### src/rtl/sfp_pkg.sv
// Shared types and constants for the serial frame parser.
// Parse phases, result event codes, register indexes and the result record.
// No dependencies.
`default_nettype none

package sfp_pkg;

	typedef enum logic [2:0] {
		PH_WAIT = 3'd0,
		PH_USER = 3'd1,
		PH_TYPE = 3'd2,
		PH_LEN  = 3'd3,
		PH_ID   = 3'd4,
		PH_DATA = 3'd5,
		PH_SUM  = 3'd6
	} phase_t;

	typedef enum logic [1:0] {
		EV_PAYLOAD  = 2'd0,
		EV_GOOD     = 2'd1,
		EV_BAD_SUM  = 2'd2,
		EV_LEN_FAIL = 2'd3
	} event_t;

	localparam logic [1:0] REG_HEADER  = 2'd0;
	localparam logic [1:0] REG_USER_ID = 2'd1;
	localparam logic [1:0] REG_MAX_LEN = 2'd2;

	localparam logic [7:0]  HEADER_RESET  = 8'd165;
	localparam logic [7:0]  USER_ID_RESET = 8'd1;
	localparam logic [15:0] MAX_LEN_RESET = 16'd1016;

	typedef struct packed {
		event_t      kind;
		logic [7:0]  pbyte;
		logic [15:0] pindex;
		logic [7:0]  ftype;
		logic [15:0] fid;
		logic [15:0] plen;
	} result_t;

endpackage

`default_nettype wire

### src/rtl/serial_frame_parser.sv
// Serial frame parser.
// Parses header, user id, type, length, id, payload and checksum bytes.
// Depends on sfp_pkg.
//
// Usage: received bytes enter on in_valid/in_ready with rx_byte, one byte per
// item. Each byte updates the parse state in the cycle it is accepted. A byte
// that causes a result (payload byte, frame good, checksum bad, length
// rejected) is registered as a result item for the out channel. Throughput is
// one byte per cycle while in_ready is high, set by the parse state register.
// The output side has a result register and a one-entry skid register, so the
// block keeps taking bytes while a result waits; in_ready drops only once the
// skid register also holds a result, and returns the cycle after the
// receiver takes one.
// Configuration writes use cfg_valid/cfg_ready with cfg_index and cfg_data;
// cfg_ready is always high, and indexes beyond the register list are ignored.
// Asynchronous reset loads the register defaults (header 165, user id 1,
// length limit 1016), returns the parser to waiting for a header and empties
// the output and skid registers.
`default_nettype none

module serial_frame_parser
	import sfp_pkg::*;
(
	input  wire logic        clk,
	input  wire logic        arst_n,
	input  wire logic        in_valid,
	output logic             in_ready,
	input  wire logic [7:0]  rx_byte,
	output logic             out_valid,
	input  wire logic        out_ready,
	output logic [1:0]       event_kind,
	output logic [7:0]       payload_byte,
	output logic [15:0]      payload_index,
	output logic [7:0]       frame_type,
	output logic [15:0]      frame_id,
	output logic [15:0]      payload_length,
	input  wire logic        cfg_valid,
	output logic             cfg_ready,
	input  wire logic [1:0]  cfg_index,
	input  wire logic [15:0] cfg_data
);

	logic [7:0]  header_q;
	logic [7:0]  user_id_q;
	logic [15:0] max_len_q;

	phase_t      phase_q, phase_d;
	logic [7:0]  type_q, type_d;
	logic [15:0] len_q, len_d;
	logic [15:0] id_q, id_d;
	logic [15:0] pos_q, pos_d;
	logic [7:0]  sum_q, sum_d;

	logic        res_valid;
	result_t     res;
	logic        accept;
	logic [15:0] len_full;
	logic [15:0] pos_inc;

	logic        out_valid_q;
	result_t     out_q;
	logic        skid_valid_q;
	result_t     skid_q;

	assign cfg_ready = 1'b1;
	assign in_ready  = !skid_valid_q;
	assign accept    = in_valid && in_ready;
	assign len_full  = {rx_byte, len_q[7:0]};
	assign pos_inc   = pos_q + 16'd1;

	always_ff @(posedge clk or negedge arst_n) begin
		if (!arst_n) begin
			header_q  <= HEADER_RESET;
			user_id_q <= USER_ID_RESET;
			max_len_q <= MAX_LEN_RESET;
		end else if (cfg_valid) begin
			case (cfg_index)
				REG_HEADER:  header_q  <= cfg_data[7:0];
				REG_USER_ID: user_id_q <= cfg_data[7:0];
				REG_MAX_LEN: max_len_q <= cfg_data;
				default: ;
			endcase
		end
	end

	always_comb begin
		phase_d = phase_q;
		case (phase_q)
			PH_WAIT: if (rx_byte == header_q) phase_d = PH_USER;
			PH_USER: phase_d = (rx_byte == user_id_q) ? PH_TYPE : PH_WAIT;
			PH_TYPE: phase_d = PH_LEN;
			PH_LEN: begin
				if (pos_q != 16'd0) begin
					phase_d = (len_full > max_len_q) ? PH_WAIT : PH_ID;
				end
			end
			PH_ID: begin
				if (pos_q != 16'd0) begin
					phase_d = (len_q == 16'd0) ? PH_SUM : PH_DATA;
				end
			end
			PH_DATA: if (pos_inc >= len_q) phase_d = PH_SUM;
			PH_SUM:  phase_d = PH_WAIT;
			default: phase_d = PH_WAIT;
		endcase
	end

	always_comb begin
		type_d    = type_q;
		len_d     = len_q;
		id_d      = id_q;
		pos_d     = pos_q;
		sum_d     = sum_q + rx_byte;
		res_valid = 1'b0;
		res       = '{kind: EV_PAYLOAD, pbyte: 8'd0, pindex: 16'd0,
		              ftype: type_q, fid: id_q, plen: len_q};
		case (phase_q)
			PH_WAIT: begin
				sum_d = sum_q;
				if (rx_byte == header_q) begin
					type_d = 8'd0;
					len_d  = 16'd0;
					id_d   = 16'd0;
					pos_d  = 16'd0;
					sum_d  = rx_byte;
				end
			end
			PH_USER: if (rx_byte != user_id_q) sum_d = sum_q;
			PH_TYPE: begin
				type_d = rx_byte;
				pos_d  = 16'd0;
			end
			PH_LEN: begin
				if (pos_q == 16'd0) begin
					len_d = {8'd0, rx_byte};
					pos_d = 16'd1;
				end else begin
					len_d = len_full;
					pos_d = 16'd0;
					if (len_full > max_len_q) begin
						res_valid = 1'b1;
						res.kind  = EV_LEN_FAIL;
						res.fid   = 16'd0;
						res.plen  = len_full;
					end
				end
			end
			PH_ID: begin
				if (pos_q == 16'd0) begin
					id_d  = {8'd0, rx_byte};
					pos_d = 16'd1;
				end else begin
					id_d  = {rx_byte, id_q[7:0]};
					pos_d = 16'd0;
				end
			end
			PH_DATA: begin
				res_valid  = 1'b1;
				res.pbyte  = rx_byte;
				res.pindex = pos_q;
				pos_d      = pos_inc;
			end
			PH_SUM: begin
				sum_d     = sum_q;
				res_valid = 1'b1;
				res.kind  = ((8'd0 - sum_q) == rx_byte) ? EV_GOOD : EV_BAD_SUM;
			end
			default: sum_d = sum_q;
		endcase
	end

	always_ff @(posedge clk or negedge arst_n) begin
		if (!arst_n) begin
			phase_q <= PH_WAIT;
			type_q  <= 8'd0;
			len_q   <= 16'd0;
			id_q    <= 16'd0;
			pos_q   <= 16'd0;
			sum_q   <= 8'd0;
		end else if (accept) begin
			phase_q <= phase_d;
			type_q  <= type_d;
			len_q   <= len_d;
			id_q    <= id_d;
			pos_q   <= pos_d;
			sum_q   <= sum_d;
		end
	end

	always_ff @(posedge clk or negedge arst_n) begin
		if (!arst_n) begin
			out_valid_q  <= 1'b0;
			skid_valid_q <= 1'b0;
		end else if (!out_valid_q || out_ready) begin
			if (skid_valid_q) begin
				out_valid_q  <= 1'b1;
				skid_valid_q <= 1'b0;
			end else begin
				out_valid_q <= accept && res_valid;
			end
		end else if (accept && res_valid) begin
			skid_valid_q <= 1'b1;
		end
	end

	always_ff @(posedge clk) begin
		if (!out_valid_q || out_ready) begin
			out_q <= skid_valid_q ? skid_q : res;
		end else if (accept && res_valid) begin
			skid_q <= res;
		end
	end

	assign out_valid      = out_valid_q;
	assign event_kind     = out_q.kind;
	assign payload_byte   = out_q.pbyte;
	assign payload_index  = out_q.pindex;
	assign frame_type     = out_q.ftype;
	assign frame_id       = out_q.fid;
	assign payload_length = out_q.plen;

endmodule

`default_nettype wire

### config.mk
export PLATFORM = sky130hd
export DESIGN_NAME = serial_frame_parser
export DESIGN_NICKNAME = d
export VERILOG_FILES = /design/src/rtl/sfp_pkg.sv /design/src/rtl/serial_frame_parser.sv
export SDC_FILE = /design/constraint.sdc
export NUM_CORES = 1
export LEC_CHECK = 0
export ABC_AREA = 0
export ABC_CLOCK_PERIOD_IN_PS = 5800
export BUFFER_PORTS_ARGS = -buffer_cell sky130_fd_sc_hd__buf_2
export CAP_MARGIN = 20
export CORE_AREA = 2 2 197 199
export CTS_CLUSTER_SIZE = 20
export DETAILED_ROUTE_END_ITERATION = 7
export DIE_AREA = 0 0 199 201
export SYNTH_ARGS = -nofsm -noshare
export SYNTH_HDL_FRONTEND = slang
export SYNTH_SLANG_ARGS = --single-unit
### constraint.sdc
create_clock -name clk -period 5.8 [get_ports clk]
set_input_delay 0.58 -clock clk [delete_from_list [all_inputs] [get_ports clk]]
set_output_delay 0.58 -clock clk [all_outputs]
set_load 0.1 [all_outputs]
==> results.txt <==
----------------------------------------------------
[Power and ir drop]
  Internal power ... 3.332 mW
  Power per cell area ... 411.4 mW/mm^2
  Fraction of power consumed by the clock network ... 29.9%
  Switching share of total power ... 38.16%
  Leakage ... 5.500 nW
  Combinational group share of total power ... 30.1%
  Fraction of power consumed by sequential logic ... between 30% and 40%
  Net load switching power ... 2.056 mW
  Worst IR drop on VDD ... 0.0002232 V

[Timing]
  RSZ-0062 raised after global routing ... no
  Worst Max-Slew Pin Slew ... 0.9680 ns
  Final Slew Violations ... 0
  Ratio of final minimum period to clock period ... 59.28%
  Slew HR ... 35.47%
  Fin. Hold Viols ... 0
  Post-layout minimum cycle time ... 3.438 ns
  Clock skew ... approximately 0.017 ns
  Final TNS setup ... 0 ns
  Final-report setup violation count ... 0
  Peak clock frequency supported by timing ... 290.8 MHz

[Outcome]
  Run status ... completed

[Critical path]
  Crit path max-delay cell type ... sky130_fd_sc_hd__nor3_1
  Worst path cell trace ... nand4_1, nor3_1, nand4_1, xnor2_1, ha_1, and3_1, a221oi_1, o211ai_1, nand3_1, mux2_2
  Critical Path Fanout Max ... 8
  Req. time, crit path ... 6.22 ns
  Dominant delay contributor by cell family on the critical path ... simple AND/OR/NAND/NOR gates
  Crit end category ... flip-flop
  CP Launch Type ... flip-flop
  Kind of critical path ... flip-flop to flip-flop
  Most frequent CP cell ... sky130_fd_sc_hd__nand4_1
  Maximum single-stage delay on the critical path ... between 0.7 and 0.8 ns
  WP data arrival ... 3.85 ns
  Critical path buffer and inverter count ... 0

[CTS]
  Post-CTS Setup Repair Bufs ... 0
  CTS sink cnt ... 233
  Clock H-tree levels ... 1
  Buffer levels on the longest clock path ... 3
  Inserted Clock Buffers ... 25
  CTS hold repair buffers ... 0
  Clock-pin transition on the worst setup and hold timing paths ... 0.07 ns
  TritonCTS clock tree ... done
  Clock Root Buffer ... sky130_fd_sc_hd__clkbuf_16
  Clock insertion delay at the later pin of the skew report ... 0.54 ns
  # resized after CTS ... 0

[Detailed routing]
  Total wirelength of the detailed-routed design ... 27580 um
  Via density per instance ... between 4 and 5
  First-pass iteration count of the detailed router ... 5
  Final routed DRC violation total ... 0
  Final routed wire length divided by cell count ... 17.70 um
  Overall via count from detail_route ... around 7500
  Antenna-violating nets left ... 0
  Initial detailed-routing violation count ... 509

[Floorplan]
  Height of the die ... 201 um
  Horiz. Die Dim ... 199 um
  Core region area ... 0.03811 mm^2
  Starting density of the core ... 29.33%
  Number of top-level design ports ... 100
  Number of placement rows ... 72
  Total Die Area ... between 0.03 and 0.04 mm^2

[Global routing]
  Global route total overflow ... 0
  Largest net degree at the start of global routing ... 70
  Combined global-route utilization of all metal layers ... a little over an eighth
  Wire length of the first global-routing pass ... 42740 um
  Initial antenna violation count ... 0
  Vias in the first global route ... between 7000 and 8000

[Place]
  HPWL Detailed ... 19010 um
  Cell area after placement ... 0.01223 mm^2
  Count of placed standard cells including taps ... 1509
  RD Place Congestion ... 0.7889
  Buffers added on ports ... slightly below 100

[Cells and area]
  Number of diodes added for antenna fixing ... 0
  Post-layout nets ... 1095
  Cell area after layout ... roughly 0.013 mm^2
  Area growth from synthesis to layout ... 17.14%
  Most frequent standard cell in the layout excluding fill and tap cells ... sky130_fd_sc_hd__edfxtp_1
  Area occupied by multi-input gates ... 0.004335 mm^2
  Top library cells by usage in the layout, fill and taps aside ... sky130_fd_sc_hd__edfxtp_1, sky130_fd_sc_hd__buf_2, sky130_fd_sc_hd__nand2_1
  Fraction of layout cells with a size suffix above 1 ... roughly 25%
  Number of inserted filler cells in the final layout ... 3790
  Cell Count, Final, Fillers Out ... 1558
  Register area ... 0.006506 mm^2

[Synthesis]
  Asr flop ratio synth ... a little over two fifths
  Yosys warns ... 0
  Unique masters post-synth ... 60
  Post-Syn Area ... 0.01118 mm^2
  Synthesized Nets ... 1006
  Main flop type after synthesis ... sky130_fd_sc_hd__edfxtp_1
  Number of enable-type register cells in the synthesized netlist ... 132
  Proportion of synthesized chip area in sequential cells ... about three fifths
  Count of state elements after synthesis ... between 200 and 250
  Average footprint of a synthesized cell ... 11.99 um^2
  Post-synthesis instance total ... 932

[Job]
  Number of maximum-capacitance violations ... 0

[Hold path]
  Hold WC Path Type ... input pin to asynchronous set/reset pin

----------------------------------------------------
-- registers in the layout (all words and copies together) (netlist names), 16 cells and up --
register        flops
frame_id           16
id_q               16
len_q              16
max_len_q          16
payload_index      16
payload_length     16
pos_q              16
skid_q             66
-- metal layers --
metal,up-vias,global-route usage [%],part of all wire [%]
met5,-,0,0
met4,0,2.425,1.5
li1,3577,-,-
met1,3654,21.43,50
met2,203,19.93,43
met3,28,2.352,5.5
-- synthesized netlist by cell type, types with 4 or more instances --
cell type,n,area [um^2]
sky130_fd_sc_hd__edfxtp_1,132,3964
sky130_fd_sc_hd__nand2_1,90,337.8
sky130_fd_sc_hd__dfrtp_1,89,2227
sky130_fd_sc_hd__mux2_2,88,991.0
sky130_fd_sc_hd__o21ai_0,70,350.3
sky130_fd_sc_hd__inv_1,50,187.7
sky130_fd_sc_hd__ha_1,42,525.5
sky130_fd_sc_hd__and2_1,41,256.5
sky130_fd_sc_hd__clkbuf_1,41,153.9
sky130_fd_sc_hd__nor2_1,31,116.4
sky130_fd_sc_hd__xnor2_1,30,262.8
sky130_fd_sc_hd__a21oi_1,25,125.1
sky130_fd_sc_hd__nand4_1,22,137.6
sky130_fd_sc_hd__nand3_1,20,100.1
sky130_fd_sc_hd__dfstp_2,12,315.3
sky130_fd_sc_hd__nor3_1,11,55.05
sky130_fd_sc_hd__a32o_1,10,100.1
sky130_fd_sc_hd__nor4_1,10,62.56
sky130_fd_sc_hd__xor2_1,10,87.58
sky130_fd_sc_hd__a211oi_1,9,67.56
sky130_fd_sc_hd__a22o_1,8,70.07
sky130_fd_sc_hd__a31oi_1,7,43.79
sky130_fd_sc_hd__nor2b_1,7,43.79
sky130_fd_sc_hd__o31ai_1,7,52.55
sky130_fd_sc_hd__nor3b_1,6,45.04
sky130_fd_sc_hd__a21o_1,5,37.54
sky130_fd_sc_hd__nand2b_1,5,31.28
sky130_fd_sc_hd__and3_1,4,25.02
-- cells by family (layout without fill, tap and decap cells) --
family	after synthesis	count (layout)	share of synthesized area [%]
compound gates	163	163	9.257
xor+xnor	40	40	3.134
fa+ha+maj	43	43	4.880
buf+inv	97	205	3.324
flops	233	233	58.20
mux	91	91	9.134
other cells	1	1	0.03355
simple gates	264	264	12.03
-- power groups by stage --
stage               sequential [mW]  clock, mW  combinational, mW
floorplan                      2.73          0              0.714
global placement               2.19          0               1.59
detailed placement             2.19          0               1.61
CTS                            2.16       1.65               1.62
global route                   2.18       1.72               1.76
finish                         2.15       1.61               1.62
-- final cells by class --
type	instances	share of cell area, %
Tap cell	518	4.950
Sequential cell	233	49.69
Inverter	51	1.462
Clock inverter	15	1.271
Multi-Input combinational cell	602	33.11
Clock buffer	31	5.026
Timing Repair Buffer	108	4.491
-- per-stage QoR --
step / util [%] / hold WS (ns) / setup slack (ns) / power [mW]
5_1_grt: 34.36 / 0.1223 / 2.110 / 5.654
2_1_floorplan: - / 0.2844 / 0.6765 / 3.443
3_5_place_dp: 32.09 / 0.4298 / 1.958 / 3.804
4_1_cts: 34.25 / 0.08948 / 2.307 / 5.430
6_report: 34.36 / 0.07257 / 2.362 / 5.387
3_3_place_gp: 32.09 / 0.4264 / 2.078 / 3.773
-- worst paths after layout --
path | start | end | slack, ns | cells after the start
setup / recovery | pos_q[2] | phase_q[0] | 2.36 | 10
hold / removal | arst_n | sum_q[2] | 0.07 | 1
setup reg to reg | pos_q[2] | phase_q[0] | 2.36 | 10
hold reg to reg | type_q[5] | skid_q[37] | 0.44 | 0
max in group asynchronous | arst_n | id_q[6] | 4.54 | 2
min in group clk | cfg_data[11] | max_len_q[11] | 0.29 | 2
(Power assumes the default switching activity.)
